$ cat config.mk
export PLATFORM = sky130hd
export DESIGN_NAME = circle_window_span
export DESIGN_NICKNAME = d
export VERILOG_FILES = /design/src/rtl/core/cws_pkg.sv /design/src/rtl/core/circle_window_span.sv
export VERILOG_INCLUDE_DIRS = /design/src /design/src/rtl/core
export SDC_FILE = /design/constraint.sdc
export NUM_CORES = 1
export LEC_CHECK = 0
export ABC_CLOCK_PERIOD_IN_PS = 6350
export BUFFER_PORTS_ARGS = -buffer_cell sky130_fd_sc_hd__buf_4
export CORE_MARGIN = 5
export CORE_UTILIZATION = 55
export CTS_BUF_LIST = sky130_fd_sc_hd__clkbuf_8
export DETAILED_ROUTE_END_ITERATION = 16
export PLACE_DENSITY = 0.79
export SLEW_MARGIN = 20
export SYNTH_ARGS = -nofsm -noshare
export SYNTH_HDL_FRONTEND = slang
export SYNTH_SLANG_ARGS = --single-unit
export TNS_END_PERCENT = 20
$ cat constraint.sdc
create_clock -name clk -period 6.35 [get_ports clk]
set_clock_uncertainty 0.1 [all_clocks]
set_input_delay 0.9525 -clock clk [delete_from_list [all_inputs] [get_ports clk]]
set_output_delay 0.9525 -clock clk [all_outputs]
set_load 0.01 [all_outputs]
$ cat src/rtl/core/assert_macros.svh
// assertion macros shared by the rtl in this folder
// used by circle_window_span; expects clk and rst_n in scope
`ifndef ASSERT_MACROS_SVH
`define ASSERT_MACROS_SVH

// property checked on every rising clk edge outside reset
`define CWS_ASSERT(label, prop, msg) \
  label: assert property (@(posedge clk) disable iff (!rst_n) (prop)) else $error(msg);

// implication checked on every rising clk edge outside reset
`define CWS_ASSERT_IMP(label, cond, prop, msg) \
  label: assert property (@(posedge clk) disable iff (!rst_n) (cond) |-> (prop)) \
    else $error(msg);

`endif

$ cat src/rtl/core/cws_pkg.sv
// types, register indexes and the square root step for circle_window_span
// no dependencies
package cws_pkg;

  localparam int NUM_STAGES = 7;
  localparam int SQRT_STAGES = 4;

  localparam logic [2:0] REG_FIRST_LINE = 3'd0;
  localparam logic [2:0] REG_END_LINE   = 3'd1;
  localparam logic [2:0] REG_CENTER_X   = 3'd2;
  localparam logic [2:0] REG_CENTER_Y   = 3'd3;
  localparam logic [2:0] REG_RADIUS     = 3'd4;

  // front stage: span flag and distance from the center line
  typedef struct packed {
    logic       span;
    logic [7:0] ady;
  } front_t;

  // square root stages: operand, partial remainder and partial root
  typedef struct packed {
    logic        span;
    logic [15:0] val;
    logic [9:0]  rem;
    logic [7:0]  root;
  } sqrt_t;

  // one digit of the restoring square root, two operand bits in
  function automatic sqrt_t sqrt_step(sqrt_t s, logic [1:0] pair);
    sqrt_t      o;
    logic [11:0] rem_sh;
    logic [11:0] trial;
    o = s;
    rem_sh = {s.rem, pair};
    trial = {2'b00, s.root, 2'b01};
    if (rem_sh >= trial) begin
      o.rem = 10'(rem_sh - trial);
      o.root = {s.root[6:0], 1'b1};
    end else begin
      o.rem = rem_sh[9:0];
      o.root = {s.root[6:0], 1'b0};
    end
    return o;
  endfunction

endpackage

$ cat src/rtl/core/circle_window_span.sv
// circle_window_span: left and right window edges of a filled circle per scanline
// uses cws_pkg and assert_macros.svh
//
// One scanline is taken per clock when the output side keeps up. Stage one
// checks the line against the requested range and the circle's vertical
// extent and forms |dy|, stage two forms radius^2 - dy^2 as one
// (r - |dy|) * (r + |dy|) product, four stages each resolve two bits of the
// floor square root, and the last stage adds and subtracts the half-width
// around center_x with clamping to 0..SCREEN_WIDTH. Lines outside the span
// give in_span 0 and both edges 0. Each stage holds only while the stage
// after it is full and stalled, so bubbles close up.
// Registers are written through the cfg port, which is always ready, and
// should be changed only while no item is in flight.
`include "assert_macros.svh"

module circle_window_span #(
  parameter int SCREEN_WIDTH = 240
) (
  input  logic        clk,
  input  logic        rst_n,
  input  logic        cfg_valid,
  output logic        cfg_ready,
  input  logic [2:0]  cfg_index,
  input  logic [10:0] cfg_data,
  input  logic        in_valid,
  output logic        in_ready,
  input  logic [7:0]  in_scanline,
  output logic        out_valid,
  input  logic        out_ready,
  output logic        out_in_span,
  output logic [7:0]  out_right_edge,
  output logic [7:0]  out_left_edge
);

  localparam logic signed [11:0] SW_EDGE = 12'(SCREEN_WIDTH);

  logic [7:0]         first_line_r;
  logic [7:0]         end_line_r;
  logic signed [10:0] center_x_r;
  logic signed [10:0] center_y_r;
  logic [7:0]         radius_r;

  logic [cws_pkg::NUM_STAGES-1:0] vld_r;
  logic [cws_pkg::NUM_STAGES-1:0] rdy;

  cws_pkg::front_t front_r, front_nxt;
  cws_pkg::sqrt_t  sq_r [cws_pkg::SQRT_STAGES+1];
  cws_pkg::sqrt_t  sq_nxt [cws_pkg::SQRT_STAGES+1];
  logic            span_r;
  logic [7:0]      right_r, left_r;
  logic [7:0]      right_nxt, left_nxt;

  // configuration
  assign cfg_ready = 1'b1;

  always_ff @(posedge clk) begin
    if (!rst_n) begin
      first_line_r <= '0;
      end_line_r <= '0;
      center_x_r <= '0;
      center_y_r <= '0;
      radius_r <= '0;
    end else if (cfg_valid) begin
      case (cfg_index)
        cws_pkg::REG_FIRST_LINE: first_line_r <= cfg_data[7:0];
        cws_pkg::REG_END_LINE:   end_line_r <= cfg_data[7:0];
        cws_pkg::REG_CENTER_X:   center_x_r <= $signed(cfg_data);
        cws_pkg::REG_CENTER_Y:   center_y_r <= $signed(cfg_data);
        cws_pkg::REG_RADIUS:     radius_r <= cfg_data[7:0];
        default: ;
      endcase
    end
  end

  // a stage loads when it is empty or its content moves on
  always_comb begin
    rdy[cws_pkg::NUM_STAGES-1] = !vld_r[cws_pkg::NUM_STAGES-1] || out_ready;
    for (int k = cws_pkg::NUM_STAGES - 2; k >= 0; k--) begin
      rdy[k] = !vld_r[k] || rdy[k+1];
    end
  end

  assign in_ready = rdy[0];

  always_ff @(posedge clk) begin
    if (!rst_n) begin
      vld_r <= '0;
    end else begin
      if (rdy[0]) begin
        vld_r[0] <= in_valid;
      end
      for (int k = 1; k < cws_pkg::NUM_STAGES; k++) begin
        if (rdy[k]) begin
          vld_r[k] <= vld_r[k-1];
        end
      end
    end
  end

  // stage 0: range test and |dy|
  always_comb begin
    logic signed [11:0] dy;
    logic signed [11:0] rad;
    logic signed [11:0] ady;
    dy = $signed({4'b0000, in_scanline}) - $signed({center_y_r[10], center_y_r});
    rad = $signed({4'b0000, radius_r});
    ady = (dy < 0) ? -dy : dy;
    front_nxt.span = (in_scanline >= first_line_r) && (in_scanline < end_line_r) &&
                     (dy >= -rad) && (dy < rad);
    front_nxt.ady = ady[7:0];
  end

  // stage 1: r^2 - dy^2 as one product; stages 2..5: two root bits each
  always_comb begin
    logic [16:0] prod;
    prod = 17'({1'b0, radius_r - front_r.ady}) * 17'({1'b0, radius_r} + {1'b0, front_r.ady});
    sq_nxt[0].span = front_r.span;
    sq_nxt[0].val = prod[15:0];
    sq_nxt[0].rem = '0;
    sq_nxt[0].root = '0;
    for (int s = 0; s < cws_pkg::SQRT_STAGES; s++) begin
      sq_nxt[s+1] = cws_pkg::sqrt_step(
        cws_pkg::sqrt_step(sq_r[s], sq_r[s].val[15-4*s -: 2]),
        sq_r[s].val[13-4*s -: 2]);
    end
  end

  // last stage: edges around center_x, clamped
  always_comb begin
    logic signed [11:0] cx;
    logic signed [11:0] hw;
    logic signed [11:0] rsum;
    logic signed [11:0] lsum;
    logic signed [11:0] rcl;
    logic signed [11:0] lcl;
    cx = $signed({center_x_r[10], center_x_r});
    hw = $signed({4'b0000, sq_r[cws_pkg::SQRT_STAGES].root});
    rsum = cx + hw;
    lsum = cx - hw;
    rcl = (rsum < 0) ? 12'sd0 : ((rsum > SW_EDGE) ? SW_EDGE : rsum);
    lcl = (lsum < 0) ? 12'sd0 : ((lsum > SW_EDGE) ? SW_EDGE : lsum);
    right_nxt = sq_r[cws_pkg::SQRT_STAGES].span ? rcl[7:0] : 8'd0;
    left_nxt = sq_r[cws_pkg::SQRT_STAGES].span ? lcl[7:0] : 8'd0;
  end

  always_ff @(posedge clk) begin
    if (rdy[0]) begin
      front_r <= front_nxt;
    end
    for (int s = 0; s <= cws_pkg::SQRT_STAGES; s++) begin
      if (rdy[s+1]) begin
        sq_r[s] <= sq_nxt[s];
      end
    end
    if (rdy[cws_pkg::NUM_STAGES-1]) begin
      span_r <= sq_r[cws_pkg::SQRT_STAGES].span;
      right_r <= right_nxt;
      left_r <= left_nxt;
    end
  end

  assign out_valid = vld_r[cws_pkg::NUM_STAGES-1];
  assign out_in_span = span_r;
  assign out_right_edge = right_r;
  assign out_left_edge = left_r;

  `CWS_ASSERT_IMP(a_off_span_zero, out_valid && !out_in_span,
    (out_left_edge == 8'd0) && (out_right_edge == 8'd0), "edges set off span")
  `CWS_ASSERT_IMP(a_edge_order, (SCREEN_WIDTH < 256) && out_valid && out_in_span,
    out_left_edge <= out_right_edge, "left edge right of right edge")
  `CWS_ASSERT_IMP(a_stall_full, !in_ready,
    &vld_r, "input stalled with a free stage")
  `CWS_ASSERT(a_accept_enters, (in_valid && in_ready) |=> vld_r[0],
    "transfer did not enter the pipe")

endmodule
Yosys cells after proc, flatten, opt, wreduce, memory -nomap -nowiden
Memories as Yosys holds them, arrays and structs flattened.
Cells that the tools add are included.
Widths: inputs -> output; s select.
{"block": "totals", "reg_bits": 79, "mem_bits_rw": 175, "mem_count": 1, "word_cells": 106, "output_inout_bits": 20, "inputBits": 27}
{"name": "sq_r", "words": 5, "width": 35, "rd": 5, "rd_clocked_by_memory_dff": 0, "wr": 5, "line_no": "circle_window_span.sv:47", "source": "cws_pkg::sqrt_t sq_r [cws_pkg::SQRT_STAGES+1];"}
{"block": "op_classes", "n_lt_le_gt_ge": 17, "n_reduce_logical": 27, "addsub": 15, "muxes": 21, "n_eq_ne": 4, "multipliers": 1, "bitwise": 1}
{"cell": "$mux 18", "n": 8}
{"cell": "$ge 12x10->1", "n": 8}
{"cell": "$sub 10x10->10", "n": 8}
{"cell": "$lt 12x1->1 const B", "n": 3}
{"cell": "$gt 12x9->1 const B", "n": 2}
{"cell": "$mux 8", "n": 3}
{"cell": "$mul 8x9->16", "n": 1}
{"cell": "$add 11x9->12", "n": 1}
{"cell": "$ge 12x12->1", "n": 1}
{"cell": "$lt 12x9->1", "n": 1}
{"cell": "$neg 8->12", "n": 1}
{"cell": "$sub 11x9->12", "n": 1}
{"cell": "$sub 9x11->12", "n": 1}
{"cell": "$mux 1", "n": 10}
{"cell": "$reduce_and 2->1", "n": 5}
{"cell": "$add 8x8->9", "n": 1}
{"cell": "$ge 8x8->1", "n": 1}
{"cell": "$lt 8x8->1", "n": 1}
{"cell": "$neg 8->8", "n": 1}
{"cell": "$sub 8x8->8", "n": 1}
{"cell": "$logic_not 1->1", "n": 7}
{"cell": "$logic_or 1x1->1", "n": 7}
{"cell": "$eq 3x2->1 const B", "n": 2}
{"cell": "$reduce_or 3->1", "n": 2}
{"cell": "6 further kinds", "n": 9}

Logic depth before layout (Yosys ltp)
Gate-level depths: netlist of run 1.
{"block": "depth", "ltp_word": 9, "depth_mapped": 25, "ltp_nobuf": 25}

Least setup slack after synthesis of run 1
Ideal clock, no wire load.
{"block": "synth_timing", "path_type": "register to register", "startpoint": "register radius_r[0]", "endpoint": "memory sq_r[0][31] (netlist name) (data pin)", "arrival_ps": 5365, "setup_time_ps": 258, "synth_period_minus_slack_ps": 5722, "path_buffers": 0, "t_required_ps": 5992, "setup_slack_ps": 628, "path_stages_with_launch": 25, "cell_sequence": "dfxtp_1 inv_1 ha_1 fa_1 inv_1 a21oi_1 o21bai_1 a21o_1 a21oi_1 xnor2_1 or2_2 fa_1 fa_1 inv_1 fa_1 inv_1 fa_1 inv_1 ha_1 o21ai_0 nand2b_1 a31o_2 nand4_1 and3b_1 xnor2_1"}
{"element": "start: declaration", "line_no": "circle_window_span.sv:41", "source": "logic [7:0] radius_r;"}
{"element": "start signal: assignment", "line_no": "circle_window_span.sv:69", "source": "cws_pkg::REG_RADIUS: radius_r <= cfg_data[7:0];"}
{"element": "end: declaration", "line_no": "circle_window_span.sv:47"}

==> results of run 1 <==
-- worst max-delay path by stage --
| stage | startpoint | endpoint | slack, ns | cells past startpoint |
|---|---|---|---|---|
| after floorplan | radius_r[0]$_SDFFE_PN0P_ | sq_r[0][31]$_DFFE_PP_ | 0.63 | 24 |
| after global placement | radius_r[1]$_SDFFE_PN0P_ | sq_r[0][31]$_DFFE_PP_ | 0.39 | 23 |
| after detailed placement | radius_r[1]$_SDFFE_PN0P_ | sq_r[0][30]$_DFFE_PP_ | 0.21 | 22 |
| after CTS | radius_r[1]$_SDFFE_PN0P_ | sq_r[0][30]$_DFFE_PP_ | 0.20 | 21 |
| after global routing | front_r[1]$_DFFE_PP_ | sq_r[0][30]$_DFFE_PP_ | 0.006 | 21 |
| final | radius_r[1]$_SDFFE_PN0P_ | sq_r[0][30]$_DFFE_PP_ | 0.39 | 20 |
-- cells by family (layout without fill, tap and decap cells) --
group / Yosys count / count (layout)
flops: 171 / 171
other cells: 1 / 1
buf+inv: 198 / 257
compound gates: 287 / 287
mux: 14 / 14
simple gates: 419 / 419
fa+ha+maj: 196 / 196
xor+xnor: 83 / 83
-- worst reg2reg max path: cells and delay by family (launching register included) --
family / cells / cell delay, ns
XOR/XNOR: 1 / 0.09
AND/OR/NAND/NOR: 3 / 0.51
adder cells (fa/ha/maj): 6 / 2.84
AO/OA/AOI/OAI: 7 / 1.41
flip-flops: 1 / 0.48
buffers and inverters: 3 / 0.29
-- metrics by stage --
stage | utilization (%) | hold WS [ns]
CTS | 60.2 | 0.312
global route | 60.3 | 0.315
floorplan | - | 0.300
global placement | 58.4 | 0.300
detailed placement | 58.4 | 0.305
finish | 60.3 | 0.312
-- per-layer routing --
metal,wire [um],up-vias,part of all wire [%]
li1,-,4828,-
met1,11500,4626,44
met2,13200,196,51
met3,822,38,3.2
met4,480,0,1.9
met5,0,-,0
-- cell usage in the layout (no fill, tap or decap), drive strengths merged, types with 11 or more instances in the layout --
master    n
or2      22
nand3    17
fa       46
dfxtp    53
o21ai    53
a21boi   43
clkbuf   17
mux2i    12
ha      150
nand2b   13
nor2    113
nand2   125
nor3     35
xor2     21
inv     178
nor2b    30
o21a     22
edfxtp  118
xnor2    62
a21oi    60
a21o     22
buf      56
or3      11
-- registers in the layout (all words and copies together) (netlist names) --
register / flops
first_line_r: 8
front_r: 9
end_line_r: 8
out_right_edge: 8
out_in_span: 1
radius_r: 8
center_y_r: 11
out_left_edge: 8
vld_r: 7
center_x_r: 11
sq_r: 92
-- final cells by class --
cell class                 count  area, um^2
tap                          319         399
sequential                   171        4600
fill                        1981        9290
multi-input combinational   1000        7650
timing repair buffer          56         420
clock inverter                15         170
inverter                     169         634
clock buffer                  17         234
-- timing repair --
item | CTS | global route
gates resized for setup | 0 | 2
endpoints found under the setup margin | 0 | 5
setup buffers | 0 | 2
==> metrics.yaml, run 1 <==
outcome: "completed"
worstPathMaxFanout: 7
hold_path_class: "flip-flop to flip-flop"
finalSetupViolCount: 0
met3_usage_pct: 2.79
kind_of_cell_adding_the_most_delay_to_the_critical_path: "adder cells"
synth_top_family_by_area: "adder cells"
synth_enable_flop_cells: 118
antenna_violating_nets_post_route: 0
detailedPlace.worstSlack_ns: 0.213
grt_util_all_layers_pct: 20.0
root_buffer: "clkbuf_8"
r2r_start: "radius_r[1]$_SDFFE_PN0P_"
rows: 56
dieHeight_um: 164
final_hold_viol_count: 0
synth_cells: 1369
post-dp-hpwl_um: 20600
die_width_um: 164
drc_errors: 0
required_ns: 6.45
postSynthNetCount: 1592
setup_repair_after_global_routing_missed_its_margin: "no"
dr.first_iter.drc_count: 589
clockBufferDepth: 2
worstPathCellList: "inv_1 -> fa_1 -> o21bai_1 -> a21oi_1 -> o21ba_2 -> o31ai_1 -> a21oi_1 -> nor2_1 -> fa_1 -> fa_1 -> fa_1 -> inv_1 -> fa_1 -> inv_1 -> ha_1 -> nand3_1 -> a21oi_1 -> a311oi_1 -> nor2b_1 -> xnor2_1"
cpMostUsedCell: "fa_1"
cts_inserted_buffers: 17
synth_flop_cell: "edfxtp_1"
dpl-instance-area_um2: 13700
critical_path.slowest_cell: "fa_1"
dieArea_um2: 26800
hold_path_depth: 0
end_kind: "flip-flop"
htreeDepth: 4
design.final.nets: 1638
r2r.worst_path.cells: 20
core_region_area_um2: 23400
first_global_vias: 9618
grt_pass1_wl_um: 44500
clock_tree_from_tritoncts: "done"
timing_worst_setup_path_type: "flip-flop to flip-flop"
asyncSetResetFlopFracSynth_pct: 0
initial_utilization_pct: 55.5
synth_seq_cells: 171
min-delay-start: "sq_r[0][56]$_DFFE_PP_"
post_synth_xor_area_fraction_pct: 5.59
clkSlewWorstSetupHoldPaths_ns: 0.10
cts.sinks: 171
initial_antenna_violation_count: 0
highest_clock_frequency_the_design_can_meet_mhz: 168
diodes_inserted: 0
synth_area_per_cell_um2: 9.49
cp_slowest_stage_delay_ns: 0.55
synthesis.yosys.warnings: 0
timing_worst_slew_pin_value_ns: 0.868
detailroute.via_count: 9688
synth.most_common_cell: "inv_1"
detail_route.wirelength_um: 25900
muxShareOfSynthArea_pct: 1.13
drt_pass1_iterations: 7
biggest_area_contributors_in_the_synthesized_netlist: "edfxtp_1 27%, ha_1 14%, dfxtp_1 8.2%"
synthAdderAreaFrac_pct: 21.5
final.setup.worst_slack_ns: 0.393
top_level_ports: 47
slew_headroom_pct: 42.0
routabilityCongestion: 0.881
top_usage_layer: "met2"
detail_route.wl_per_cell_um: 14.8
drive_above_1_share_pct: 8.61
layoutNonFillerInstCount: 1747
globalRouteMet2Util_pct: 35.7
commonest_cells_in_the_synthesized_netlist: "167 x inv_1, 150 x ha_1, 125 x nand2_1"
max_cap_viol_count: 0
overflow: 0
synth-simple-area-share_pct: 15.5
yosysSeqAreaShare_pct: 35.4
post_drt_via_cell_ratio: 5.55
minimum_setup_slack_among_reg_to_reg_paths_ns: 0.39
yosys.cell_types.count: 73
path_buf_inv: 3
buffer_ports.inserted: 45
area_delta_synth_final_pct: 8.56
final.setup.tns_ns: 0
placed_cells: 1713
finalCriticalPeriod_ns: 5.96
synth_compound_gate_area_share_pct: 14.9
worst_r2r_endpoint: "sq_r[0][30]$_DFFE_PP_"
pin_count_of_the_biggest_net_entering_global_routing: 54
slew_viol_final: 0
final_cycle_share_pct: 93.8
globalRouteMet1Util_pct: 25.3
cts_hold_buffers: 0
startpoint_class_of_the_critical_path: "flip-flop"
area_leader_netlist: "edfxtp_1"
sink_of_the_worst_hold_path: "sq_r[0][91]$_DFFE_PP_"
post_synth_instance_area_um2: 13000
fin_area_um2: 14100
yosysTopAreaCellShare_pct: 27.3
clk_latency_ns: 0.45
critical_path_arrival_ns: 6.06
Power of run 1 is not shown: default switching activity piles up to over one toggle a cycle in this logic, so the estimate is an artifact.
==> run 2, diff against run 1 <==
--- a/config.mk
+++ b/config.mk
@@ -12,6 +12,7 @@
 export CORE_UTILIZATION = 55
 export CTS_BUF_LIST = sky130_fd_sc_hd__clkbuf_8
 export DETAILED_ROUTE_END_ITERATION = 16
+export GPL_TIMING_DRIVEN = 0
 export PLACE_DENSITY = 0.79
 export SLEW_MARGIN = 20
 export SYNTH_ARGS = -nofsm -noshare
==> run 2 against run 1 <==
Register-to-register slack lost 0.15 ns. Global-route usage up 0.50 points. Count of clock-buffer cells in the layout unchanged. Design area up 0.98%. Hold slack got worse by 0.0028 ns. Routed wire length rose by 2.1%.
==> metrics.yaml, run 2 (same netlist as run 1, synthesis figures left out) <==
largest_register_ff_count: 92  # unchanged
critical_path_arrival_ns: 6.23  # +0.17 ns
final_hold_viol_count: 0  # unchanged
post_drt_via_cell_ratio: 5.56  # +0.18%
end_kind: "flip-flop"
highest_clock_frequency_the_design_can_meet_mhz: 164  # -2.4%
rows: 56  # unchanged
initial_utilization_pct: 55.5  # unchanged
outcome: "completed"
grt_pass1_wl_um: 45100  # +1.4%
overflow: 0  # unchanged
routabilityCongestion: 0.869  # -1.4%
antenna_violating_nets_post_route: 0  # unchanged
worstPathMaxFanout: 9  # +2
slew_viol_final: 0  # unchanged
required_ns: 6.47  # +0.02 ns
drc_errors: 0  # unchanged
root_buffer: "clkbuf_8"
finalCriticalPeriod_ns: 6.11  # +0.148 ns
path_depth: 23  # +15%
cpMostUsedCell: "fa_1"
critical_path.slowest_cell: "fa_1"
finalSetupViolCount: 0  # unchanged
mostFrequentLayoutCell: "inv_1"
drt_pass1_iterations: 5  # -2
startpoint_class_of_the_critical_path: "flip-flop"
cts_hold_buffers: 0  # unchanged
post-dp-hpwl_um: 20400  # -0.59%
fin_area_um2: 14200  # +0.98%
hold_path_class: "flip-flop to flip-flop"
postLayoutCoreUtil_pct: 60.9  # +0.59 points
regMostFlops: "sq_r"
dpl-instance-area_um2: 13700  # +0.43%
detailroute.via_count: 9833  # +1.5%
biggestRegsByFlops: "sq_r: 92 flops, center_x_r: 11 flops, center_y_r: 11 flops"
die_width_um: 164  # unchanged
timing_worst_setup_path_type: "flip-flop to flip-flop"
clock_tree_from_tritoncts: "done"
slew_headroom_pct: 35.2  # -6.7 points
drive_above_1_share_pct: 9.03  # +0.41 points
area_delta_synth_final_pct: 9.62
worst_hold_slack_ns: 0.309  # -0.00278 ns
max_cap_viol_count: 0  # unchanged
hold_path_depth: 0  # unchanged
timing_worst_slew_pin_value_ns: 0.967  # +0.0987 ns
final_cycle_share_pct: 96.2  # +2.3 points
top_level_ports: 47  # unchanged
first_global_vias: 9728  # +1.1%
pin_count_of_the_biggest_net_entering_global_routing: 24  # -56%
cts.sinks: 171  # unchanged
clk_latency_ns: 0.47  # +0.02 ns
kind_of_cell_adding_the_most_delay_to_the_critical_path: "adder cells"
dieHeight_um: 164  # unchanged
diodes_inserted: 0  # unchanged
cts_inserted_buffers: 17  # unchanged
htreeDepth: 4  # unchanged
clkSlewWorstSetupHoldPaths_ns: 0.11  # about the same
detail_route.wl_per_cell_um: 15.0  # +0.78%
clockBufferDepth: 2  # unchanged
detail_route.wirelength_um: 26500  # +2.1%
dieArea_um2: 26800  # unchanged
buffer_ports.inserted: 45  # unchanged
core_region_area_um2: 23400  # unchanged
cp_slowest_stage_delay_ns: 0.54  # about the same
path_buf_inv: 5  # +2
commonest_non_fill_non_tap_cells_in_the_layout: "166 x inv_1, 150 x ha_1, 125 x nand2_1"
grt_util_all_layers_pct: 20.5  # +0.50 points
dr.first_iter.drc_count: 676  # +15%
r2r.worst_path.cells: 23  # +15%
initial_antenna_violation_count: 0  # unchanged
worstPathCellList: "inv_2 -> ha_1 -> nor2b_1 -> o21ai_1 -> a21oi_1 -> o41ai_4 -> buf_4 -> xnor2_4 -> or2_2 -> fa_1 -> fa_1 -> inv_1 -> fa_1 -> inv_1 -> fa_1 -> inv_1 -> ha_1 -> o21ai_0 -> nand2b_1 -> a31o_2 -> nand4_1 -> and3b_1 -> xnor2_1"
design.final.nets: 1661  # +1.4%
## run 2: metal layers
layer / vias up / track usage [%] / wire (um) / part of all wire [%]
met3: 48 / 3.06 / 1060 / 4.0
met5: - / 0 / 0 / 0
met1: 4673 / 26.5 / 11800 / 45
li1: 4890 / - / - / -
met2: 222 / 35.4 / 13000 / 49
met4: 0 / 6.86 / 588 / 2.2
## run 2: what timing repair did
action,in CTS,in global routing
setup buffers,0,5
endpoints found under the hold margin,0,0
endpoints found under the setup margin,5,5
pin swaps,0,2
resized for setup,2,13
## run 2: final cells by class
| type | count | area [um^2] |
|---|---|---|
| sequential | 171 | 4610 |
| fill | 1969 | 9160 |
| multi-input combinational | 1000 | 7710 |
| buffer | 29 | 126 |
| clock inverter | 15 | 155 |
| clock buffer | 17 | 234 |
| tap | 319 | 399 |
| timing repair buffer | 50 | 375 |
| inverter | 169 | 634 |
## run 2: stage by stage
stage | worst slack [ns] | instances | TNS [ns]
after floorplan | 0.628 | 1369 | 0
after global placement | 0.0604 | 1733 | 0
after detailed placement | -0.0798 | 1733 | -0.252
after CTS | 0.0166 | 1765 | 0
after global routing | -0.0494 | 1770 | -0.137
final | 0.244 | 1770 | 0
## run 2: final timing paths
check                        from                     to  slack (ns)
min reg2reg  front_r[8]$_DFFE_PP_  sq_r[0][34]$_DFFE_PP_        0.31
min          front_r[8]$_DFFE_PP_  sq_r[0][34]$_DFFE_PP_        0.31
max          front_r[1]$_DFFE_PP_  sq_r[0][31]$_DFFE_PP_        0.24
max reg2reg  front_r[1]$_DFFE_PP_  sq_r[0][31]$_DFFE_PP_        0.24
Power of run 2 is left out for the same reason.
